<file path="src/hw/rtl/cascaded_biquad_iir_filter_top_assert.svh">
// Assertion macros shared by the filter RTL.
`ifndef CASCADED_BIQUAD_IIR_FILTER_TOP_ASSERT_SVH
`define CASCADED_BIQUAD_IIR_FILTER_TOP_ASSERT_SVH

// Same-cycle implication, off while reset is high.
`define BIQ_ASSERT_IMPLY(name, clk, rst, ante, cons, msg) \
  name: assert property (@(posedge clk) disable iff (rst) (ante) |-> (cons)) \
    else $error(msg);

// Next-cycle implication, off while reset is high.
`define BIQ_ASSERT_NEXT(name, clk, rst, ante, cons, msg) \
  name: assert property (@(posedge clk) disable iff (rst) (ante) |=> (cons)) \
    else $error(msg);

`endif

</file>
<file path="src/hw/rtl/biq_pkg.sv">
`default_nettype none

package biq_pkg;

  // Sizes of the filter
  localparam int MAX_SECTIONS = 8;
  localparam int SAMPLE_WIDTH = 24;
  localparam int COEF_WIDTH   = 32;
  localparam int STATE_WIDTH  = 40;
  localparam int COEF_FRAC    = COEF_WIDTH - 4;

  // Item field widths
  localparam int MODE_W = 2;
  localparam int SEC_W  = 3;
  localparam int SLOT_W = 3;
  localparam int CFG_W  = 4;

  // Stores
  localparam int COEF_SLOTS  = 5;
  localparam int DELAY_SLOTS = 2;
  localparam int COEF_DEPTH  = MAX_SECTIONS * COEF_SLOTS;
  localparam int DELAY_DEPTH = MAX_SECTIONS * DELAY_SLOTS;
  localparam int COEF_AW     = $clog2(COEF_DEPTH);
  localparam int DELAY_AW    = $clog2(DELAY_DEPTH);

  // Multiplier split: delay word cut into a low unsigned and a high signed half
  localparam int LO_W      = STATE_WIDTH / 2;
  localparam int PROD_W    = COEF_WIDTH + LO_W + 1;
  localparam int ACC_WIDTH = COEF_WIDTH + STATE_WIDTH + 3;

  // Item modes
  localparam logic [MODE_W-1:0] MODE_FILTER     = 2'd0;
  localparam logic [MODE_W-1:0] MODE_LOAD_COEF  = 2'd1;
  localparam logic [MODE_W-1:0] MODE_LOAD_STATE = 2'd2;
  localparam logic [MODE_W-1:0] MODE_READ_STATE = 2'd3;

  // Coefficient slots within a section
  localparam logic [SLOT_W-1:0] SLOT_B0 = 3'd0;
  localparam logic [SLOT_W-1:0] SLOT_B1 = 3'd1;
  localparam logic [SLOT_W-1:0] SLOT_B2 = 3'd2;
  localparam logic [SLOT_W-1:0] SLOT_A1 = 3'd3;
  localparam logic [SLOT_W-1:0] SLOT_A2 = 3'd4;

  // Multiplier second operand select
  typedef logic [1:0] opb_sel_t;
  localparam opb_sel_t OPB_MEM = 2'd0;
  localparam opb_sel_t OPB_W   = 2'd1;
  localparam opb_sel_t OPB_S0  = 2'd2;
  localparam opb_sel_t OPB_S1  = 2'd3;

  // Commands from the sequencer to the datapath
  typedef struct packed {
    logic              capture;
    logic              coef_load;
    logic              delay_load;
    logic              rd_user;
    logic [SEC_W-1:0]  section;
    logic              rd_coef;
    logic [SLOT_W-1:0] coef_slot;
    logic              rd_delay;
    logic              delay_slot;
    logic              acc_init;
    logic              acc_clr;
    logic              acc_add;
    logic              mul_en;
    logic              mul_sub;
    opb_sel_t          opb_sel;
    logic              s0_latch;
    logic              s1_latch;
    logic              w_latch;
    logic              y_latch;
    logic              wb_s0;
    logic              wb_w;
    logic              out_load;
    logic              out_rd;
  } biq_cmd_t;

  // Coefficient store address: five words per section
  function automatic logic [COEF_AW-1:0] coef_addr(input logic [SEC_W-1:0] sec,
                                                   input logic [SLOT_W-1:0] slot);
    coef_addr = (COEF_AW'(sec) << 2) + COEF_AW'(sec) + COEF_AW'(slot);
  endfunction

  // Delay store address: two words per section
  function automatic logic [DELAY_AW-1:0] delay_addr(input logic [SEC_W-1:0] sec,
                                                     input logic slot);
    delay_addr = (DELAY_AW'(sec) << 1) | DELAY_AW'(slot);
  endfunction

endpackage

`default_nettype wire

</file>
<file path="src/hw/rtl/biq_ctrl.sv">
`default_nettype none

`include "cascaded_biquad_iir_filter_top_assert.svh"

module biq_ctrl (
  input  logic                        clk,
  input  logic                        rst,
  input  logic                        in_valid,
  output logic                        in_ready,
  input  logic [biq_pkg::MODE_W-1:0]  mode,
  output logic                        out_valid,
  input  logic                        out_ready,
  input  logic                        cfg_we,
  input  logic [biq_pkg::CFG_W-1:0]   cfg_data,
  output biq_pkg::biq_cmd_t           cmd
);
  import biq_pkg::*;

  // Sequencer states
  localparam logic [1:0] ST_IDLE   = 2'd0;
  localparam logic [1:0] ST_FILT   = 2'd1;
  localparam logic [1:0] ST_FINISH = 2'd2;

  // Steps of one section
  localparam logic [3:0] STEP_RD_S0  = 4'd0;
  localparam logic [3:0] STEP_MUL_A1 = 4'd1;
  localparam logic [3:0] STEP_MUL_A2 = 4'd2;
  localparam logic [3:0] STEP_ACC_A2 = 4'd3;
  localparam logic [3:0] STEP_W      = 4'd4;
  localparam logic [3:0] STEP_MUL_B0 = 4'd5;
  localparam logic [3:0] STEP_MUL_B1 = 4'd6;
  localparam logic [3:0] STEP_MUL_B2 = 4'd7;
  localparam logic [3:0] STEP_ACC_B2 = 4'd8;
  localparam logic [3:0] STEP_Y      = 4'd9;

  logic [1:0]       state, state_next;
  logic [3:0]       step, step_next;
  logic [SEC_W-1:0] section, section_next;
  logic             is_rd, is_rd_next;
  logic             out_valid_next;
  logic [CFG_W-1:0] active_sections;
  logic [CFG_W-1:0] n_clamped;
  logic [SEC_W-1:0] last_sec;
  logic             accept;

  // Configuration register
  always_ff @(posedge clk) begin
    if (rst) begin
      active_sections <= CFG_W'(1);
    end else if (cfg_we) begin
      active_sections <= cfg_data;
    end
  end

  // Clamp the section count into range
  always_comb begin
    if (active_sections == '0) begin
      n_clamped = CFG_W'(1);
    end else if (active_sections > CFG_W'(MAX_SECTIONS)) begin
      n_clamped = CFG_W'(MAX_SECTIONS);
    end else begin
      n_clamped = active_sections;
    end
  end

  assign last_sec = SEC_W'(n_clamped - CFG_W'(1));
  assign in_ready = (state == ST_IDLE);
  assign accept   = in_valid && in_ready;

  // Next state and datapath commands
  always_comb begin
    state_next   = state;
    step_next    = step;
    section_next = section;
    is_rd_next   = is_rd;
    cmd          = '0;
    cmd.section  = section;
    cmd.opb_sel  = OPB_MEM;
    case (state)
      ST_IDLE: begin
        if (accept) begin
          cmd.capture = 1'b1;
          case (mode)
            MODE_FILTER: begin
              state_next   = ST_FILT;
              step_next    = STEP_RD_S0;
              section_next = '0;
              is_rd_next   = 1'b0;
            end
            MODE_LOAD_COEF: begin
              cmd.coef_load = 1'b1;
            end
            MODE_LOAD_STATE: begin
              cmd.delay_load = 1'b1;
            end
            MODE_READ_STATE: begin
              cmd.rd_user = 1'b1;
              state_next  = ST_FINISH;
              is_rd_next  = 1'b1;
            end
            default: begin
              state_next = ST_IDLE;
            end
          endcase
        end
      end
      ST_FILT: begin
        step_next = step + 4'd1;
        case (step)
          STEP_RD_S0: begin
            cmd.rd_delay   = 1'b1;
            cmd.delay_slot = 1'b0;
            cmd.rd_coef    = 1'b1;
            cmd.coef_slot  = SLOT_A1;
            cmd.acc_init   = 1'b1;
          end
          STEP_MUL_A1: begin
            cmd.mul_en     = 1'b1;
            cmd.mul_sub    = 1'b1;
            cmd.s0_latch   = 1'b1;
            cmd.rd_delay   = 1'b1;
            cmd.delay_slot = 1'b1;
            cmd.rd_coef    = 1'b1;
            cmd.coef_slot  = SLOT_A2;
          end
          STEP_MUL_A2: begin
            cmd.mul_en    = 1'b1;
            cmd.mul_sub   = 1'b1;
            cmd.s1_latch  = 1'b1;
            cmd.acc_add   = 1'b1;
            cmd.rd_coef   = 1'b1;
            cmd.coef_slot = SLOT_B0;
          end
          STEP_ACC_A2: begin
            cmd.acc_add = 1'b1;
          end
          STEP_W: begin
            cmd.w_latch = 1'b1;
            cmd.acc_clr = 1'b1;
            cmd.wb_s0   = 1'b1;
          end
          STEP_MUL_B0: begin
            cmd.mul_en    = 1'b1;
            cmd.opb_sel   = OPB_W;
            cmd.rd_coef   = 1'b1;
            cmd.coef_slot = SLOT_B1;
            cmd.wb_w      = 1'b1;
          end
          STEP_MUL_B1: begin
            cmd.mul_en    = 1'b1;
            cmd.opb_sel   = OPB_S0;
            cmd.acc_add   = 1'b1;
            cmd.rd_coef   = 1'b1;
            cmd.coef_slot = SLOT_B2;
          end
          STEP_MUL_B2: begin
            cmd.mul_en  = 1'b1;
            cmd.opb_sel = OPB_S1;
            cmd.acc_add = 1'b1;
          end
          STEP_ACC_B2: begin
            cmd.acc_add = 1'b1;
          end
          STEP_Y: begin
            cmd.y_latch = 1'b1;
            step_next   = STEP_RD_S0;
            if (section == last_sec) begin
              state_next = ST_FINISH;
            end else begin
              section_next = section + SEC_W'(1);
            end
          end
          default: begin
            step_next = STEP_RD_S0;
          end
        endcase
      end
      ST_FINISH: begin
        // Hold until the output register is free
        if (!out_valid || out_ready) begin
          cmd.out_load = 1'b1;
          cmd.out_rd   = is_rd;
          state_next   = ST_IDLE;
        end
      end
      default: begin
        state_next = ST_IDLE;
      end
    endcase
  end

  // Output beat valid: set on load, drop once taken
  always_comb begin
    if (cmd.out_load) begin
      out_valid_next = 1'b1;
    end else if (out_ready) begin
      out_valid_next = 1'b0;
    end else begin
      out_valid_next = out_valid;
    end
  end

  always_ff @(posedge clk) begin
    if (rst) begin
      state     <= ST_IDLE;
      step      <= STEP_RD_S0;
      section   <= '0;
      is_rd     <= 1'b0;
      out_valid <= 1'b0;
    end else begin
      state     <= state_next;
      step      <= step_next;
      section   <= section_next;
      is_rd     <= is_rd_next;
      out_valid <= out_valid_next;
    end
  end

  // A filter beat starts at the first step of the first section
  `BIQ_ASSERT_NEXT(a_filt_start, clk, rst, accept && (mode == MODE_FILTER), (state == ST_FILT) && (step == STEP_RD_S0) && (section == '0), "filter did not start at section zero")
  // Filtering leaves only after the last step of the last section
  `BIQ_ASSERT_NEXT(a_filt_hold, clk, rst, (state == ST_FILT) && !((step == STEP_Y) && (section == last_sec)), state == ST_FILT, "filter left early")
  // A readback goes straight to the output stage
  `BIQ_ASSERT_NEXT(a_rd_path, clk, rst, accept && (mode == MODE_READ_STATE), (state == ST_FINISH) && is_rd, "readback not routed to output")
  // A new output beat comes only from the finish stage
  `BIQ_ASSERT_IMPLY(a_out_src, clk, rst, $rose(out_valid), $past(state) == ST_FINISH, "output beat without a finished item")

endmodule

`default_nettype wire
</file>
<file path="config.mk">
export PLATFORM = sky130hd
export DESIGN_NAME = biq_ctrl
export DESIGN_NICKNAME = d
export VERILOG_FILES = /design/src/hw/rtl/biq_pkg.sv /design/src/hw/rtl/biq_ctrl.sv
export VERILOG_INCLUDE_DIRS = /design/src /design/src/hw/rtl
export SDC_FILE = /design/constraint.sdc
export NUM_CORES = 1
export LEC_CHECK = 0
export ABC_AREA = 1
export BUFFER_PORTS_ARGS = -buffer_cell sky130_fd_sc_hd__buf_2
export CAP_MARGIN = 5
export CORE_UTILIZATION = 53
export DETAILED_ROUTE_END_ITERATION = 8
export PLACE_DENSITY = 0.84
export REMOVE_ABC_BUFFERS = 1
export SETUP_SLACK_MARGIN = 0.15
export SYNTH_ARGS = -nofsm -noshare
export SYNTH_HDL_FRONTEND = slang
export SYNTH_SLANG_ARGS = --single-unit
</file>
<file path="constraint.sdc">
create_clock -name clk -period 4.6 [get_ports clk]
set_clock_uncertainty 0.2 [all_clocks]
set_input_delay 1.38 -clock clk [delete_from_list [all_inputs] [get_ports clk]]
set_output_delay 1.38 -clock clk [all_outputs]
set_load 0.01 [all_outputs]
</file>
Word-level counts from Yosys, hierarchy flattened

Cells that the tools add are included.

Latch bits: 0
Memories kept: 0
Memory bits (writable): 0
Memory bits (read-only): 0
Flip-flop bits (word level): 15
Input bits: 11

Div/mod/pow operators: 0
$add $sub $neg: 3
Shifts and indexed selects: 0
Eq/ne operators: 22
Bitwise logic cells: 0
Muxes and demuxes: 40
Order comparisons: 1
Reductions and logical operators: 18
Multipliers: 0

Operators with widths:

| operator                                       | count |
|---|---|
| two-way mux 4 bit                              | 5 |
| one-hot mux 4 bit (5 select lines)             | 1 |
| two-way mux 19 bit                             | 1 |
| two-way mux 3 bit                              | 6 |
| == test 4 x 3 -> 1 bit (second input constant) | 4 |
| two-way mux 1 bit                              | 14 |
| two-way mux 2 bit                              | 6 |
| one-hot mux 2 bit (3 select lines)             | 2 |
| AND reduction 5 bit                            | 2 |
| OR reduction 5 bit                             | 2 |
| OR reduction 9 bit                             | 1 |
| == test 4 x 2 -> 1 bit (second input constant) | 2 |
| == test 4 bit (second input constant)          | 2 |
| zero test 4 bit                                | 2 |
| one-hot mux 2 bit (2 select lines)             | 2 |
| one-hot mux 4 bit (2 select lines)             | 1 |
| == test 2 bit (second input constant)          | 3 |
| != test 2 x 1 -> 1 bit (second input constant) | 3 |
| != test 2 bit (second input constant)          | 3 |
| one-hot mux 3 bit (2 select lines)             | 1 |
| AND reduction 3 bit                            | 2 |
| nonzero test 2 bit                             | 3 |
| adder 4 x 1 -> 4 bit (second input constant)   | 1 |
| == test 2 x 1 -> 1 bit (second input constant) | 2 |
| other kinds (12)                               | 13 |

Logic depth before layout (Yosys ltp)

Word-level depth: 8
Gate-level depth with buffers: 14

Worst setup path before layout

OpenSTA, ideal clock, no wires.

Path type: input to output
Start: in in_valid
End: out cmd[24] (netlist bit)
Cell stages on the path: 4
Arrival: 1.930 ns
Setup slack: 1.090 ns
Required time: 3.020 ns
Cell sequence: inv_1 > nor2_1 > inv_2 > nor2_1

RTL lines:

| what               | RTL line       | source |
|---|---|---|
| start: declaration | biq_ctrl.sv:8  | `input logic in_valid,` |
| end: declaration   | biq_ctrl.sv:15 | `output biq_pkg::biq_cmd_t cmd` |

==> reports/metrics.cfg <==
[status]
status = completed

[die]
start_util = 0.581
core_um2 = 2000
rows = 16
dieArea_um2 = 2380
pin_count = 41
fp.dieH_um = 48.8
die_x_um = 48.8

[synthesis]
synth.most_common_cell = nand2_1
synthArstFlopShare = 0
synth_top_area_frac = 0.258
synth_area_leader_cell = dfxtp_1
synth_area_leaders = dfxtp_1, nand2_1, ha_1
synth.avg_cell_area_um2 = 6.32
syn_area_um2 = 1160
yosys_warnings = 0
ys_top_cells_by_count = nand2_1, nor2_1, inv_1, a21oi_1, dfxtp_1
synth_seq_cells = 15
yosysUniqueCellTypes = 23
synth_ff_type = dfxtp_1
syn_inst = 184
synth_edf_count = 0
ys_seq_area_frac = 0.258

[placed_design]
place_ws_ps = 1010
portBuffers = 40
placed_cell_area_um2 = 1370
place_congestion = 0.879
dp_hpwl_um = 2110

[timing]
hold_viol = 0
setup_viol = 0
fmax_mhz = 279
post-route-min-period_ps = 3590
rsz0062_at_grt = no
tns_ps = 0
fin_ws_ps = 1010
maxSlewViolCount = 0
worstMarginPinSlew_ps = 467
maxSlewHeadroom = 0.689
fin_crit_sh = 0.780

[worst_setup_path]
critPathArrivalTime_ps = 2010
crit_fanout = 3
ff2ff_setup_slack_ps = 2670
cp.required_ps = 3020
r2r-end = section[1]
cp-startpoint = mode[0]
endpoint = cmd[24]
cp-start-kind = input pin
r2r_cells = 8
setup.worst_path.class = input pin to output port
r2r_start = active_sections[2]
cp-end-kind = output port

[clocking]
numCtsBuffers = 3
cts.sinks = 15
clk_pin_slew_ps = 90
cts_root_buffer = clkbuf_4
h-tree-depth = 1
cts_tree = done
clock_latency_ps = 280
cts-resized-gates = 0
cts_hold_buf = 0
post-cts-setup-buffers = 0
cts.path.max_buffers = 2

[detailed_routing]
vias = 1300
first_pass_iters = 4
wl_um = 2610
drt-initial-drc-count = 44
post-route-drc-count = 0
routedWlPerCell_um = 10.5
via_per_inst = 5.20
ant_nets = 0

[global_route]
grt_pass1_vias = 1012
global_route.usage.met2 = 0.382
grt_pass1_wl_um = 4130
grt_use_met1 = 0.266
use_met3 = 0.0405
grt_max_degree = 18
top_usage_layer = met2
antenna_found_initial = 0
grt_usage = 0.217
grt.overflow.total = 0

[final_layout]
diodes = 0
final_area_um2 = 1390
fill_cells = 192
nNetsFinal = 245
syn_to_final_growth_pct = 19.9
drive_above_1_share = 0.274

[worst_hold_path]
hold_class = register to register
min_from = is_rd

[power_and_ir_drop]
power.density_nw_per_um2 = 222
leakagePower_uw = 0.000737
ir_drop_mv = 0.162

[flow_run]
drv_cap = 0

==> logic make-up after synthesis <==
| kind of cell | count (synthesis) | synth area share |
|---|---|---|
| AOI/OAI and AO/OA | 32 | 0.141 |
| xor gates and xnor gates | 3 | 0.0226 |
| adders and majority gates | 10 | 0.108 |
| buffers and inverters | 34 | 0.119 |
| DFF | 15 | 0.258 |
| and+or+nand+nor | 90 | 0.351 |
==> area by class of cell <==
cell class / count / area [um^2] / share of cell area
Sequential cell: 15 / 300 / 0.215
Tap cell: 27 / 33.8 / 0.0242
Clock buffer: 3 / 22.5 / 0.0162
Timing Repair Buffer: 40 / 200 / 0.144
Clock inverter: 1 / 5.00 / 0.00359
Inverter: 29 / 109 / 0.0781
Multi-Input combinational cell: 135 / 723 / 0.519
==> state kept, by name, indices dropped and copies added (netlist names) <==
| signal | flops |
|---|---|
| active_sections | 4 |
| state | 2 |
| section | 3 |
| is_rd | 1 |
| step | 4 |
| out_valid | 1 |
==> worst min-delay path by stage <==
stage                      end  slack (ps)  cells after the start
global route        section[1]         340                      2
CTS                      is_rd         290                      2
finish                   is_rd         290                      2
global placement         is_rd         280                      2
floorplan                is_rd         240                      2
detailed placement       is_rd         280                      2
==> cells in the final DEF, fill, tap and decap left out, types with 2 or more instances in the layout <==
cell type / synthesis / layout
xor2_1: 2 / 2
nand2_1: 34 / 34
nor2_4: 2 / 2
a21oi_1: 18 / 18
nand4_1: 4 / 4
dfxtp_1: 15 / 15
inv_1: 21 / 21
clkbuf_4: 0 / 3
inv_2: 8 / 8
buf_2: 0 / 40
nor2_2: 3 / 3
nand3_1: 12 / 12
nand2_2: 2 / 2
ha_1: 10 / 10
o21ai_0: 7 / 7
o21ai_1: 5 / 5
nor2_1: 30 / 30
==> per-layer routing <==
layer | up-vias | share of wire
li1 | 663 | -
met1 | 582 | 0.43
met2 | 50 | 0.49
met3 | 5 | 0.063
met4 | 0 | 0.017
met5 | - | 0
==> critical path, cell delays in order <==
cell and delay [ps]:
buf_2 110, ha_1 170, inv_1 80, nor2_1 130, buf_2 140
==> stage by stage <==
step	instances	hold slack [ps]	power [uW]	util
2_1_floorplan	179	244	209	-
3_3_place_gp	246	275	233	0.683
3_5_place_dp	246	279	237	0.683
4_1_cts	250	292	311	0.696
5_1_grt	250	341	331	0.696
6_report	250	287	310	0.696
==> power by group <==
part / internal [uW] / switching, uW
clock network: 32.3 / 43.4
registers: 135 / 5.56
logic: 33.1 / 60.5
Power figures use the tool's default switching activity.
